<file path="src/hw/rtl/mbrv_pkg.sv">
// ----------------------------------------------------------------------------
// mbrv_pkg: shared types and constants of the request validator
// Request and response beat layouts, the register set, function codes,
// status codes, table codes and the quantity limits of the checks.
// ----------------------------------------------------------------------------
package mbrv_pkg;

   // register port geometry
   localparam int CSR_ADDR_W = 5;
   localparam int CSR_DATA_W = 32;
   localparam int CSR_IDX_W  = 3;
   localparam int COUNT_W    = 17;
   localparam int MASK_W     = 4;

   // register indexes
   localparam logic [CSR_IDX_W-1:0] REG_COIL_COUNT    = 3'd0;
   localparam logic [CSR_IDX_W-1:0] REG_INPUT_BITS    = 3'd1;
   localparam logic [CSR_IDX_W-1:0] REG_INPUT_REGS    = 3'd2;
   localparam logic [CSR_IDX_W-1:0] REG_HOLDING_REGS  = 3'd3;
   localparam logic [CSR_IDX_W-1:0] REG_READ_ALLOWED  = 3'd4;
   localparam logic [CSR_IDX_W-1:0] REG_WRITE_ALLOWED = 3'd5;

   // function codes
   localparam logic [7:0] FC_READ_COILS     = 8'd1;
   localparam logic [7:0] FC_READ_INPUTS    = 8'd2;
   localparam logic [7:0] FC_READ_HOLDING   = 8'd3;
   localparam logic [7:0] FC_READ_INREGS    = 8'd4;
   localparam logic [7:0] FC_WRITE_COIL     = 8'd5;
   localparam logic [7:0] FC_WRITE_REG      = 8'd6;
   localparam logic [7:0] FC_DIAGNOSTICS    = 8'd8;
   localparam logic [7:0] FC_WRITE_COILS    = 8'd15;
   localparam logic [7:0] FC_WRITE_REGS     = 8'd16;
   localparam logic [7:0] FC_READ_WRITE_REGS = 8'd23;

   localparam logic [15:0] SUB_LOOPBACK = 16'd0;

   // status codes
   localparam logic [1:0] ST_OK        = 2'd0;
   localparam logic [1:0] ST_ILL_FUNC  = 2'd1;
   localparam logic [1:0] ST_ILL_ADDR  = 2'd2;
   localparam logic [1:0] ST_ILL_VALUE = 2'd3;

   // table codes
   localparam logic [1:0] T_COILS   = 2'd0;
   localparam logic [1:0] T_INPUTS  = 2'd1;
   localparam logic [1:0] T_INREGS  = 2'd2;
   localparam logic [1:0] T_HOLDING = 2'd3;

   // quantity limits and special values
   localparam logic [15:0] LIM_READ_BITS   = 16'h07D0;
   localparam logic [15:0] LIM_READ_REGS   = 16'h007D;
   localparam logic [15:0] LIM_WRITE_BITS  = 16'h07B0;
   localparam logic [15:0] LIM_WRITE_REGS  = 16'h007B;
   localparam logic [15:0] LIM_RW_WRITE    = 16'h0079;
   localparam logic [15:0] COIL_ON         = 16'hFF00;

   // response lengths
   localparam logic [7:0] RLEN_EXCEPTION = 8'd2;
   localparam logic [7:0] RLEN_WRITE     = 8'd5;
   localparam logic [7:0] RLEN_READ_HDR  = 8'd2;
   localparam logic [8:0] PLEN_MULTI_HDR = 9'd6;
   localparam logic [8:0] PLEN_RW_HDR    = 9'd10;

   typedef struct packed {
      logic [7:0]  function_code;
      logic        is_broadcast;
      logic        newer_pending;
      logic [15:0] start_address;
      logic [15:0] item_quantity;
      logic [7:0]  byte_count;
      logic [7:0]  pdu_length;
      logic [15:0] single_value;
      logic [15:0] second_address;
      logic [15:0] second_quantity;
      logic [15:0] diag_subcode;
   } mbrv_req_type;

   typedef struct packed {
      logic        send_response;
      logic [1:0]  status;
      logic [7:0]  response_length;
      logic [1:0]  table_select;
      logic        write_enable;
      logic [15:0] write_start;
      logic [10:0] write_count;
      logic        coil_value;
      logic        read_enable;
      logic [15:0] read_start;
      logic [10:0] read_count;
      logic [7:0]  read_byte_count;
   } mbrv_rsp_type;

   typedef struct packed {
      logic [COUNT_W-1:0] coil_count;
      logic [COUNT_W-1:0] input_bit_count;
      logic [COUNT_W-1:0] input_reg_count;
      logic [COUNT_W-1:0] holding_reg_count;
      logic [MASK_W-1:0]  read_allowed;
      logic [MASK_W-1:0]  write_allowed;
   } mbrv_cfg_type;

   // size of the table that a table code names
   function automatic logic [COUNT_W-1:0] table_size(mbrv_cfg_type cfg, logic [1:0] tsel);
      logic [COUNT_W-1:0] size;
      case (tsel)
         T_COILS:  size = cfg.coil_count;
         T_INPUTS: size = cfg.input_bit_count;
         T_INREGS: size = cfg.input_reg_count;
         default:  size = cfg.holding_reg_count;
      endcase
      return size;
   endfunction

endpackage

</file>
<file path="src/hw/rtl/mbrv_req_if.sv">
// ----------------------------------------------------------------------------
// mbrv_req_if: request channel
// Valid/ready channel that carries one decoded request header per beat.
// ----------------------------------------------------------------------------
interface mbrv_req_if;
   logic                  valid;
   logic                  ready;
   mbrv_pkg::mbrv_req_type payload;

   modport source (output valid, output payload, input ready);
   modport sink (input valid, input payload, output ready);
endinterface

</file>
<file path="src/hw/rtl/mbrv_rsp_if.sv">
// ----------------------------------------------------------------------------
// mbrv_rsp_if: response channel
// Valid/ready channel that carries one check result per beat.
// ----------------------------------------------------------------------------
interface mbrv_rsp_if;
   logic                  valid;
   logic                  ready;
   mbrv_pkg::mbrv_rsp_type payload;

   modport source (output valid, output payload, input ready);
   modport sink (input valid, input payload, output ready);
endinterface

</file>
<file path="src/hw/rtl/mbrv_csr.sv">
// ----------------------------------------------------------------------------
// mbrv_csr: configuration registers
// APB-style register file holding the table sizes and access masks.
// ----------------------------------------------------------------------------
module mbrv_csr (
   input  logic                             clock,
   input  logic                             reset,
   input  logic                             psel,
   input  logic                             penable,
   input  logic                             pwrite,
   input  logic [mbrv_pkg::CSR_ADDR_W-1:0]  paddr,
   input  logic [mbrv_pkg::CSR_DATA_W-1:0]  pwdata,
   output logic [mbrv_pkg::CSR_DATA_W-1:0]  prdata,
   output logic                             pready,
   output mbrv_pkg::mbrv_cfg_type           cfg
);

   mbrv_pkg::mbrv_cfg_type            cfg_ff;
   mbrv_pkg::mbrv_cfg_type            cfg_in;
   logic [mbrv_pkg::CSR_IDX_W-1:0]    index;
   logic                              wr_en;

   assign pready = 1'b1;
   assign index  = paddr[mbrv_pkg::CSR_ADDR_W-1:2];
   assign wr_en  = psel && penable && pwrite;
   assign cfg    = cfg_ff;

   // decode the write
   always_comb begin
      cfg_in = cfg_ff;
      if (wr_en) begin
         unique case (index)
            mbrv_pkg::REG_COIL_COUNT:
               cfg_in.coil_count = pwdata[mbrv_pkg::COUNT_W-1:0];
            mbrv_pkg::REG_INPUT_BITS:
               cfg_in.input_bit_count = pwdata[mbrv_pkg::COUNT_W-1:0];
            mbrv_pkg::REG_INPUT_REGS:
               cfg_in.input_reg_count = pwdata[mbrv_pkg::COUNT_W-1:0];
            mbrv_pkg::REG_HOLDING_REGS:
               cfg_in.holding_reg_count = pwdata[mbrv_pkg::COUNT_W-1:0];
            mbrv_pkg::REG_READ_ALLOWED:
               cfg_in.read_allowed = pwdata[mbrv_pkg::MASK_W-1:0];
            mbrv_pkg::REG_WRITE_ALLOWED:
               cfg_in.write_allowed = pwdata[mbrv_pkg::MASK_W-1:0];
            default: begin
               cfg_in = cfg_ff;
            end
         endcase
      end
   end

   // hold the registers
   always_ff @(posedge clock) begin
      if (reset) begin
         cfg_ff <= '0;
      end else begin
         cfg_ff <= cfg_in;
      end
   end

   // read back
   always_comb begin
      prdata = '0;
      unique case (index)
         mbrv_pkg::REG_COIL_COUNT:
            prdata = {{(mbrv_pkg::CSR_DATA_W-mbrv_pkg::COUNT_W){1'b0}}, cfg_ff.coil_count};
         mbrv_pkg::REG_INPUT_BITS:
            prdata = {{(mbrv_pkg::CSR_DATA_W-mbrv_pkg::COUNT_W){1'b0}},
                      cfg_ff.input_bit_count};
         mbrv_pkg::REG_INPUT_REGS:
            prdata = {{(mbrv_pkg::CSR_DATA_W-mbrv_pkg::COUNT_W){1'b0}},
                      cfg_ff.input_reg_count};
         mbrv_pkg::REG_HOLDING_REGS:
            prdata = {{(mbrv_pkg::CSR_DATA_W-mbrv_pkg::COUNT_W){1'b0}},
                      cfg_ff.holding_reg_count};
         mbrv_pkg::REG_READ_ALLOWED:
            prdata = {{(mbrv_pkg::CSR_DATA_W-mbrv_pkg::MASK_W){1'b0}}, cfg_ff.read_allowed};
         mbrv_pkg::REG_WRITE_ALLOWED:
            prdata = {{(mbrv_pkg::CSR_DATA_W-mbrv_pkg::MASK_W){1'b0}}, cfg_ff.write_allowed};
         default: begin
            prdata = '0;
         end
      endcase
   end

endmodule

</file>
<file path="src/hw/rtl/mbrv_check.sv">
// ----------------------------------------------------------------------------
// mbrv_check: request header checks
// Runs the per-function checks in order and builds the table commands and
// the response length for one registered request header.
// ----------------------------------------------------------------------------
module mbrv_check (
   input  mbrv_pkg::mbrv_cfg_type cfg,
   input  mbrv_pkg::mbrv_req_type req,
   output mbrv_pkg::mbrv_rsp_type rsp
);

   localparam int CW = mbrv_pkg::COUNT_W;

   logic [CW-1:0] addr_ext;
   logic [CW-1:0] qty_ext;
   logic [CW-1:0] raddr_ext;
   logic [CW-1:0] rqty_ext;
   logic [CW-1:0] cnt_ext;
   logic [CW-1:0] wr_end;
   logic [CW-1:0] rd_end;
   logic [CW-1:0] bit_bytes;
   logic [CW-1:0] reg_bytes;
   logic [CW-1:0] rreg_bytes;
   logic [8:0]    plen_ext;
   logic [8:0]    multi_plen;
   logic [8:0]    rw_plen;
   logic [CW-1:0] size_sel;
   logic [1:0]    tsel;
   logic          bits;

   // operand widening and the shared sums
   assign addr_ext   = {1'b0, req.start_address};
   assign qty_ext    = {1'b0, req.item_quantity};
   assign raddr_ext  = {1'b0, req.second_address};
   assign rqty_ext   = {1'b0, req.second_quantity};
   assign cnt_ext    = {{(CW-8){1'b0}}, req.byte_count};
   assign wr_end     = addr_ext + qty_ext;
   assign rd_end     = raddr_ext + rqty_ext;
   assign bit_bytes  = (qty_ext + CW'(7)) >> 3;
   assign reg_bytes  = {qty_ext[CW-2:0], 1'b0};
   assign rreg_bytes = {rqty_ext[CW-2:0], 1'b0};
   assign plen_ext   = {1'b0, req.pdu_length};
   assign multi_plen = mbrv_pkg::PLEN_MULTI_HDR + {1'b0, req.byte_count};
   assign rw_plen    = mbrv_pkg::PLEN_RW_HDR + {1'b0, req.byte_count};

   // table named by the function code
   always_comb begin
      tsel = mbrv_pkg::T_COILS;
      bits = 1'b0;
      case (req.function_code) inside
         mbrv_pkg::FC_READ_COILS, mbrv_pkg::FC_WRITE_COILS: begin
            tsel = mbrv_pkg::T_COILS;
            bits = 1'b1;
         end
         mbrv_pkg::FC_WRITE_COIL: begin
            tsel = mbrv_pkg::T_COILS;
         end
         mbrv_pkg::FC_READ_INPUTS: begin
            tsel = mbrv_pkg::T_INPUTS;
            bits = 1'b1;
         end
         mbrv_pkg::FC_READ_INREGS: begin
            tsel = mbrv_pkg::T_INREGS;
         end
         mbrv_pkg::FC_READ_HOLDING, mbrv_pkg::FC_WRITE_REG, mbrv_pkg::FC_WRITE_REGS,
         mbrv_pkg::FC_READ_WRITE_REGS: begin
            tsel = mbrv_pkg::T_HOLDING;
         end
         default: begin
            tsel = mbrv_pkg::T_COILS;
         end
      endcase
   end

   assign size_sel = mbrv_pkg::table_size(cfg, tsel);

   // checks in order, first failure wins
   always_comb begin
      rsp = '0;
      if (req.pdu_length != 8'd0) begin
         rsp.send_response = !req.is_broadcast && !req.newer_pending;
         rsp.table_select  = tsel;
         rsp.status        = mbrv_pkg::ST_OK;
         case (req.function_code) inside
            mbrv_pkg::FC_READ_COILS, mbrv_pkg::FC_READ_INPUTS,
            mbrv_pkg::FC_READ_HOLDING, mbrv_pkg::FC_READ_INREGS: begin
               if (!req.is_broadcast) begin
                  if (req.item_quantity == 16'd0 || req.item_quantity >
                      (bits ? mbrv_pkg::LIM_READ_BITS : mbrv_pkg::LIM_READ_REGS)) begin
                     rsp.status = mbrv_pkg::ST_ILL_VALUE;
                  end else if (wr_end > size_sel) begin
                     rsp.status = mbrv_pkg::ST_ILL_ADDR;
                  end else if (!cfg.read_allowed[tsel]) begin
                     rsp.status = mbrv_pkg::ST_ILL_FUNC;
                  end else begin
                     rsp.read_enable     = 1'b1;
                     rsp.read_start      = req.start_address;
                     rsp.read_count      = req.item_quantity[10:0];
                     rsp.read_byte_count = bits ? bit_bytes[7:0] : reg_bytes[7:0];
                     rsp.response_length = mbrv_pkg::RLEN_READ_HDR +
                                           (bits ? bit_bytes[7:0] : reg_bytes[7:0]);
                  end
               end
            end
            mbrv_pkg::FC_WRITE_COIL: begin
               if (req.single_value != 16'd0 && req.single_value != mbrv_pkg::COIL_ON) begin
                  rsp.status = mbrv_pkg::ST_ILL_VALUE;
               end else if (addr_ext >= cfg.coil_count) begin
                  rsp.status = mbrv_pkg::ST_ILL_ADDR;
               end else if (!cfg.write_allowed[mbrv_pkg::T_COILS]) begin
                  rsp.status = mbrv_pkg::ST_ILL_FUNC;
               end else begin
                  rsp.write_enable    = 1'b1;
                  rsp.write_start     = req.start_address;
                  rsp.write_count     = 11'd1;
                  rsp.coil_value      = (req.single_value == mbrv_pkg::COIL_ON);
                  rsp.response_length = mbrv_pkg::RLEN_WRITE;
               end
            end
            mbrv_pkg::FC_WRITE_REG: begin
               if (addr_ext >= cfg.holding_reg_count) begin
                  rsp.status = mbrv_pkg::ST_ILL_ADDR;
               end else if (!cfg.write_allowed[mbrv_pkg::T_HOLDING]) begin
                  rsp.status = mbrv_pkg::ST_ILL_FUNC;
               end else begin
                  rsp.write_enable    = 1'b1;
                  rsp.write_start     = req.start_address;
                  rsp.write_count     = 11'd1;
                  rsp.response_length = mbrv_pkg::RLEN_WRITE;
               end
            end
            mbrv_pkg::FC_WRITE_COILS, mbrv_pkg::FC_WRITE_REGS: begin
               if (req.item_quantity == 16'd0 || req.item_quantity >
                   (bits ? mbrv_pkg::LIM_WRITE_BITS : mbrv_pkg::LIM_WRITE_REGS)) begin
                  rsp.status = mbrv_pkg::ST_ILL_VALUE;
               end else if ((bits ? bit_bytes : reg_bytes) != cnt_ext) begin
                  rsp.status = mbrv_pkg::ST_ILL_VALUE;
               end else if (wr_end > size_sel) begin
                  rsp.status = mbrv_pkg::ST_ILL_ADDR;
               end else if (plen_ext != multi_plen) begin
                  rsp.status = mbrv_pkg::ST_ILL_VALUE;
               end else if (!cfg.write_allowed[tsel]) begin
                  rsp.status = mbrv_pkg::ST_ILL_FUNC;
               end else begin
                  rsp.write_enable    = 1'b1;
                  rsp.write_start     = req.start_address;
                  rsp.write_count     = req.item_quantity[10:0];
                  rsp.response_length = mbrv_pkg::RLEN_WRITE;
               end
            end
            mbrv_pkg::FC_READ_WRITE_REGS: begin
               if (req.item_quantity == 16'd0 ||
                   req.item_quantity > mbrv_pkg::LIM_RW_WRITE) begin
                  rsp.status = mbrv_pkg::ST_ILL_VALUE;
               end else if (reg_bytes != cnt_ext) begin
                  rsp.status = mbrv_pkg::ST_ILL_VALUE;
               end else if (wr_end > cfg.holding_reg_count) begin
                  rsp.status = mbrv_pkg::ST_ILL_ADDR;
               end else if (plen_ext != rw_plen) begin
                  rsp.status = mbrv_pkg::ST_ILL_VALUE;
               end else if (!cfg.write_allowed[mbrv_pkg::T_HOLDING]) begin
                  rsp.status = mbrv_pkg::ST_ILL_FUNC;
               end else if (req.second_quantity == 16'd0 ||
                            req.second_quantity > mbrv_pkg::LIM_READ_REGS) begin
                  rsp.status = mbrv_pkg::ST_ILL_VALUE;
               end else if (rd_end > cfg.holding_reg_count) begin
                  rsp.status = mbrv_pkg::ST_ILL_ADDR;
               end else if (!cfg.read_allowed[mbrv_pkg::T_HOLDING]) begin
                  rsp.status = mbrv_pkg::ST_ILL_FUNC;
               end else begin
                  rsp.write_enable    = 1'b1;
                  rsp.write_start     = req.start_address;
                  rsp.write_count     = req.item_quantity[10:0];
                  rsp.read_enable     = 1'b1;
                  rsp.read_start      = req.second_address;
                  rsp.read_count      = req.second_quantity[10:0];
                  rsp.read_byte_count = rreg_bytes[7:0];
                  rsp.response_length = mbrv_pkg::RLEN_READ_HDR + rreg_bytes[7:0];
               end
            end
            mbrv_pkg::FC_DIAGNOSTICS: begin
               // only loopback is answered, echoing the request length
               if (req.diag_subcode == mbrv_pkg::SUB_LOOPBACK) begin
                  rsp.response_length = req.pdu_length;
               end else begin
                  rsp.status = mbrv_pkg::ST_ILL_FUNC;
               end
            end
            default: begin
               rsp.status = mbrv_pkg::ST_ILL_FUNC;
            end
         endcase
         // exceptions always answer with two bytes
         if (rsp.status != mbrv_pkg::ST_OK) begin
            rsp.response_length = mbrv_pkg::RLEN_EXCEPTION;
         end
      end
   end

endmodule

</file>
<file path="src/hw/rtl/modbus_request_validator_core.sv">
// ----------------------------------------------------------------------------
// modbus_request_validator_core: request header validator
// Checks decoded request headers against table sizes and access masks.
// ----------------------------------------------------------------------------
// Usage:
//   req_chan carries one decoded request header per beat, rsp_chan one
//   result per beat (status, response length, table read and write
//   commands, send flag). Every request beat gives exactly one result beat,
//   in order.
//   Table sizes and read/write masks sit in six 32-bit registers on the
//   APB-style port at byte addresses 0x00 to 0x14; pready is always high.
//   Change them only while no request is in flight.
//   One register holds the request, the checks run combinationally on it,
//   and a second register holds the result. Throughput is one beat per
//   cycle while the receiver takes results, set by the single check stage.
//   When the receiver stalls, the result register holds and the request
//   register keeps taking a beat until both are full; ready then drops.
//   Reset empties both stages and clears all six table and mask registers to
//   zero, which makes every table empty and every access refused.
// ----------------------------------------------------------------------------
module modbus_request_validator_core (
   input  logic                            clock,
   input  logic                            reset,
   mbrv_req_if.sink                        req_chan,
   mbrv_rsp_if.source                      rsp_chan,
   input  logic                            psel,
   input  logic                            penable,
   input  logic                            pwrite,
   input  logic [mbrv_pkg::CSR_ADDR_W-1:0] paddr,
   input  logic [mbrv_pkg::CSR_DATA_W-1:0] pwdata,
   output logic [mbrv_pkg::CSR_DATA_W-1:0] prdata,
   output logic                            pready
);

   mbrv_pkg::mbrv_cfg_type cfg;
   mbrv_pkg::mbrv_req_type req_ff;
   mbrv_pkg::mbrv_req_type req_in;
   mbrv_pkg::mbrv_rsp_type rsp_ff;
   mbrv_pkg::mbrv_rsp_type rsp_in;
   mbrv_pkg::mbrv_rsp_type check_rsp;
   logic                   req_valid_ff;
   logic                   req_valid_in;
   logic                   rsp_valid_ff;
   logic                   rsp_valid_in;
   logic                   rsp_open;
   logic                   req_open;

   mbrv_csr u_csr (
      .clock   (clock),
      .reset   (reset),
      .psel    (psel),
      .penable (penable),
      .pwrite  (pwrite),
      .paddr   (paddr),
      .pwdata  (pwdata),
      .prdata  (prdata),
      .pready  (pready),
      .cfg     (cfg)
   );

   mbrv_check u_check (
      .cfg (cfg),
      .req (req_ff),
      .rsp (check_rsp)
   );

   // advance a stage when the one after it is free or draining
   assign rsp_open       = !rsp_valid_ff || rsp_chan.ready;
   assign req_open       = !req_valid_ff || rsp_open;
   assign req_chan.ready = req_open;
   assign rsp_chan.valid = rsp_valid_ff;
   assign rsp_chan.payload = rsp_ff;

   always_comb begin
      req_valid_in = req_valid_ff;
      req_in       = req_ff;
      rsp_valid_in = rsp_valid_ff;
      rsp_in       = rsp_ff;
      if (req_open) begin
         req_valid_in = req_chan.valid;
         if (req_chan.valid) begin
            req_in = req_chan.payload;
         end
      end
      if (rsp_open) begin
         rsp_valid_in = req_valid_ff;
         if (req_valid_ff) begin
            rsp_in = check_rsp;
         end
      end
   end

   // stage valid flags
   always_ff @(posedge clock) begin
      if (reset) begin
         req_valid_ff <= 1'b0;
         rsp_valid_ff <= 1'b0;
      end else begin
         req_valid_ff <= req_valid_in;
         rsp_valid_ff <= rsp_valid_in;
      end
   end

   // stage payloads
   always_ff @(posedge clock) begin
      req_ff <= req_in;
      rsp_ff <= rsp_in;
   end

endmodule

</file>
<file path="src/flat_wrapper.sv">
// flat-port wrapper written by rule: the top's interface ports become plain ports
module modbus_request_validator_core_flat 
  (clock, reset, psel, penable, pwrite, paddr, pwdata, prdata, pready, req_chan_valid, req_chan_payload, req_chan_ready, rsp_chan_valid, rsp_chan_payload, rsp_chan_ready);
  mbrv_req_if req_chan_i ();
  mbrv_rsp_if rsp_chan_i ();
  input  logic clock;
  input  logic reset;
  input  logic psel;
  input  logic penable;
  input  logic pwrite;
  input  logic [mbrv_pkg::CSR_ADDR_W-1:0] paddr;
  input  logic [mbrv_pkg::CSR_DATA_W-1:0] pwdata;
  output logic [mbrv_pkg::CSR_DATA_W-1:0] prdata;
  output logic pready;
  input wire logic [$bits(req_chan_i.valid)-1:0] req_chan_valid;
  input wire logic [$bits(req_chan_i.payload)-1:0] req_chan_payload;
  output wire logic [$bits(req_chan_i.ready)-1:0] req_chan_ready;
  output wire logic [$bits(rsp_chan_i.valid)-1:0] rsp_chan_valid;
  output wire logic [$bits(rsp_chan_i.payload)-1:0] rsp_chan_payload;
  input wire logic [$bits(rsp_chan_i.ready)-1:0] rsp_chan_ready;
  assign req_chan_i.valid = req_chan_valid;
  assign req_chan_i.payload = req_chan_payload;
  assign req_chan_ready = req_chan_i.ready;
  assign rsp_chan_valid = rsp_chan_i.valid;
  assign rsp_chan_payload = rsp_chan_i.payload;
  assign rsp_chan_i.ready = rsp_chan_ready;
  modbus_request_validator_core u_core (.clock(clock), .reset(reset), .req_chan(req_chan_i), .rsp_chan(rsp_chan_i), .psel(psel), .penable(penable), .pwrite(pwrite), .paddr(paddr), .pwdata(pwdata), .prdata(prdata), .pready(pready));
endmodule
</file>
<file path="config.mk">
export PLATFORM = sky130hd
export DESIGN_NAME = modbus_request_validator_core_flat
export DESIGN_NICKNAME = d
export VERILOG_FILES = /design/src/hw/rtl/mbrv_pkg.sv /design/src/hw/rtl/mbrv_req_if.sv /design/src/hw/rtl/mbrv_rsp_if.sv /design/src/hw/rtl/mbrv_csr.sv /design/src/hw/rtl/mbrv_check.sv /design/src/hw/rtl/modbus_request_validator_core.sv /design/src/flat_wrapper.sv
export SDC_FILE = /design/constraint.sdc
export NUM_CORES = 1
export LEC_CHECK = 0
export ABC_AREA = 1
export BUFFER_PORTS_ARGS = -buffer_cell sky130_fd_sc_hd__buf_2
export CAP_MARGIN = 20
export CELL_PAD_IN_SITES_DETAIL_PLACEMENT = 1
export CELL_PAD_IN_SITES_GLOBAL_PLACEMENT = 2
export CORE_ASPECT_RATIO = 1.2
export CORE_UTILIZATION = 37
export DETAILED_ROUTE_END_ITERATION = 6
export HOLD_SLACK_MARGIN = 0.06
export PLACE_DENSITY_LB_ADDON = 0.2
export SLEW_MARGIN = 40
export SYNTH_ARGS = -nofsm -noshare
export SYNTH_HDL_FRONTEND = slang
export SYNTH_SLANG_ARGS = --single-unit
</file>
<file path="constraint.sdc">
create_clock -name clock -period 7.2 [get_ports clock]
set_clock_uncertainty 0.15 [all_clocks]
set_input_delay 0.36 -clock clock [delete_from_list [all_inputs] [get_ports clock]]
set_output_delay 0.36 -clock clock [all_outputs]
set_load 0.005 [all_outputs]
</file>
==> run metrics <==
CTS tree=done; final net count=2568; Hold Path Cell Cnt=5; drt pass-1 iters=5; Unique masters post-synth=just under 60; Synth top area share=0.3634; Max FO, Critical Path=34; Min-Delay Path Class=in2reg; global-route wire length before repair=94.83 mm; Final Hold Fails=0; Tmin final=5992 ps; wire length per cell=22.03 um; post-CTS sizing=0; Peak supply drop=~190 uV; Skew-Pair Late Insertion Delay=570 ps; cells after synthesis=1880; setup violators final=0; Worst-Margin Slew=837.6 ps; Port Buffer Count=245; root buffer cell=clkbuf_16; Synth Warn #=0; Seq/Total Area, Yosys=0.4579; layout cells sized above 1=0.1687; largest family of logic cells by synthesized area=simple AND/OR/NAND/NOR gates; R2R setup slack=around 1200 ps; clock-pin slew on the worst setup and hold paths=~60 ps; Reg2Reg Launch Point=u_core.req_ff[85]; WHS Endpoint=u_core.u_csr.cfg[4]; final worst-path cycle share=0.8322; H-Tree Depth=2; Hold Buf Count CTS=between 100 and 150; RSZ-0062 raised after global routing=no; routed vias=15199; setup TNS=0 ps; hpwl dp=45.21 mm; GR Overflow Total=0; Die W=194.9 um; die area=45520 um^2; Synth Area in XOR/XNOR=0.02703; # rows=84; P_leak=0.008742 uW; max-slew violations=0; setup bufs post-CTS=0; Post-synth ARST share=0; Data arrival, critical path=6150 ps; Max Fclk=166.9 MHz; vias in the first global route=15836; Post-Syn Area per Cell=about 8.8 um^2; CTS Buffer Depth=3; Worst setup SP type=register; Worst setup EP type=register; Setup CP Type=reg2reg; Clock Sinks=278; reg2reg path depth=27; Die Y=233.5 um; register area=~7600 um^2; Setup WS pre-CTS=1226 ps; Initial Util=0.3762; Synth Cell Area=approximately 17000 um^2; Area contributors post-synth=edfxtp_1 (36%), ha_1 (10%), dfxtp_1 (9.4%), nand2_1 (8.8%), a21oi_1 (4.5%); Num CTS Buffers=34; Rel. slew slack=0.4403; GRT Overall Usage=0.2757; largest net degree at the start of global routing=70; Yosys top cell by area=edfxtp_1; Avg Vias per Cell=5.324; ANT nets after route=0; Synth Area in Compound Gates=0.1242; routed wire length=62.89 mm; FILL cells=5139; ys flop type=edfxtp_1; RR Endpoint=u_core.rsp_chan.payload[69]; mux contribution to synthesized area=0; pwr/cell area=203.4 nW/um^2; post-synthesis to final-layout area growth=25.88%; routability cong.=0.8901; DRT iter0 DRCs=around 730; area taken by multi-input logic gates=between 7000 and 8000 um^2; hold wc startpoint=paddr[4]; initial antenna violation count=1; post-route setup slack=1208 ps; Worst Path Required=7360 ps; outcome=finished, final reports clean; Post-synth EDFFs=200; Synth Area in Adders=0.1024; Synth Area in Simple Gates=0.2185; max-cap violations=0; # IOs=279; DRC violations left=0; Core Area=43930 um^2; flops & latches, synth=278
## sequential cells by signal, indices dropped and copies added, names as in the netlist
| signal | flops |
|---|---|
| u_core.rsp_chan.payload | 78 |
| u_core.req_valid_ff | 1 |
| u_core.rsp_chan.valid | 1 |
| u_core.req_ff | 122 |
| u_core.u_csr.cfg | 76 |
## cell usage in the layout (no fill, tap or decap), types with 5 or more instances in the layout
cell type,count
nand2_1,389
conb_1,16
nand4_1,36
nor3_1,42
dlygate4sd3_1,141
nand2_4,8
edfxtp_1,200
nand3_1,76
clkinv_2,10
a22oi_1,13
a21oi_1,147
nand3b_1,8
nand3_2,12
a211oi_1,42
buf_2,245
inv_2,20
nor2_1,164
ha_1,132
clkbuf_16,34
o21ai_0,76
a31oi_1,6
xor2_1,37
dfxtp_1,78
o221ai_1,5
clkbuf_1,8
xnor2_1,14
buf_4,9
inv_1,184
o211ai_1,31
clkinv_1,5
nor2_2,7
nor4_1,20
nand2_2,10
## cells by family after synthesis
group,count (synthesis)
AOI/OAI and AO/OA,348
xor gates and xnor gates,51
adders and majority gates,134
buffers and inverters,272
DFF,278
other,2
and+or+nand+nor,795
## through the flow
stage / instance area [um^2] / instances / hold slack [ps] / util / power, uW
after floorplan: 16580 / 1894 / 300.9 / - / 2258
after global placement: 18250 / 2648 / 309.0 / 0.4155 / 2463
after detailed placement: 18280 / 2649 / 319.5 / 0.4160 / 2487
after CTS: 20770 / 2852 / 146.1 / 0.4729 / 4244
after global routing: 20800 / 2854 / 222.9 / 0.4735 / 4411
final: 20800 / 2855 / 178.6 / 0.4735 / 4231
## power by group
part | internal [uW] | switching, uW
sequential | 1780 | 75.4
combinational | 277 | 395
clock | 957 | 745
## layout make-up
| cell class | instances | share of cell area |
|---|---|---|
| Antenna cell | 2 | 0.0002406 |
| Clock buffer | 45 | 0.04433 |
| Clock inverter | 17 | 0.007819 |
| Inverter | 211 | 0.03843 |
| Multi-Input combinational cell | 1344 | 0.3787 |
| Sequential cell | 278 | 0.3638 |
| Tap cell | 559 | 0.03362 |
| Timing Repair Buffer | 399 | 0.1330 |
## worst max-delay path, cell delays in order, from the launching register on
cell and delay [ps]:
edfxtp_1 670, ha_1 500, inv_1 80, nor3_1 190
nand2_1 70, o211ai_1 170, a21oi_1 120, o21ai_0 310
a21oi_1 110, o21ai_0 300, nand2_1 90, nand3_1 110
o211ai_1 90, nand2_1 80, inv_1 60, ha_1 290
nand4_1 120, nor2_1 290, nand3b_1 110, o211ai_1 160
nand2_1 150, nand2_1 120, inv_1 60, nand3_2 260
clkinv_2 510, nand2_1 170, nor3b_1 280, nor2_1 80
## synthesized netlist by cell type, drive strengths merged, types with 20 or more instances
cell type  count
nor2         173
xor2          37
ha           132
nor3          45
nand4         36
nand3         90
a211oi        42
o211ai        31
nor4          20
a21oi        149
clkbuf        35
o21ai         80
buf           26
inv          206
edfxtp       200
dfxtp         78
nand2        407
## worst max-delay path by stage
stage	startpoint	endpoint	slack, ps	cells past startpoint
after floorplan	rsp_chan_ready	u_core.rsp_chan.payload[0]	2330	2
after detailed placement	u_core.req_ff[85]	u_core.rsp_chan.payload[69]	1230	27
after CTS	u_core.req_ff[85]	u_core.rsp_chan.payload[69]	1210	27
after global routing	u_core.req_ff[85]	u_core.rsp_chan.payload[69]	780	27
after global placement	u_core.req_ff[84]	u_core.rsp_chan.payload[69]	1400	27
final	u_core.req_ff[85]	u_core.rsp_chan.payload[69]	1210	27
## metal layers
metal	vias up	global-route usage	part of all wire
met2	384	0.5078	0.51
li1	7267	-	-
met4	0	0.1051	0.035
met5	-	0	0
met1	7443	0.3231	0.41
met3	105	0.03711	0.039
Note: power is estimated with default switching activity, not from simulation.
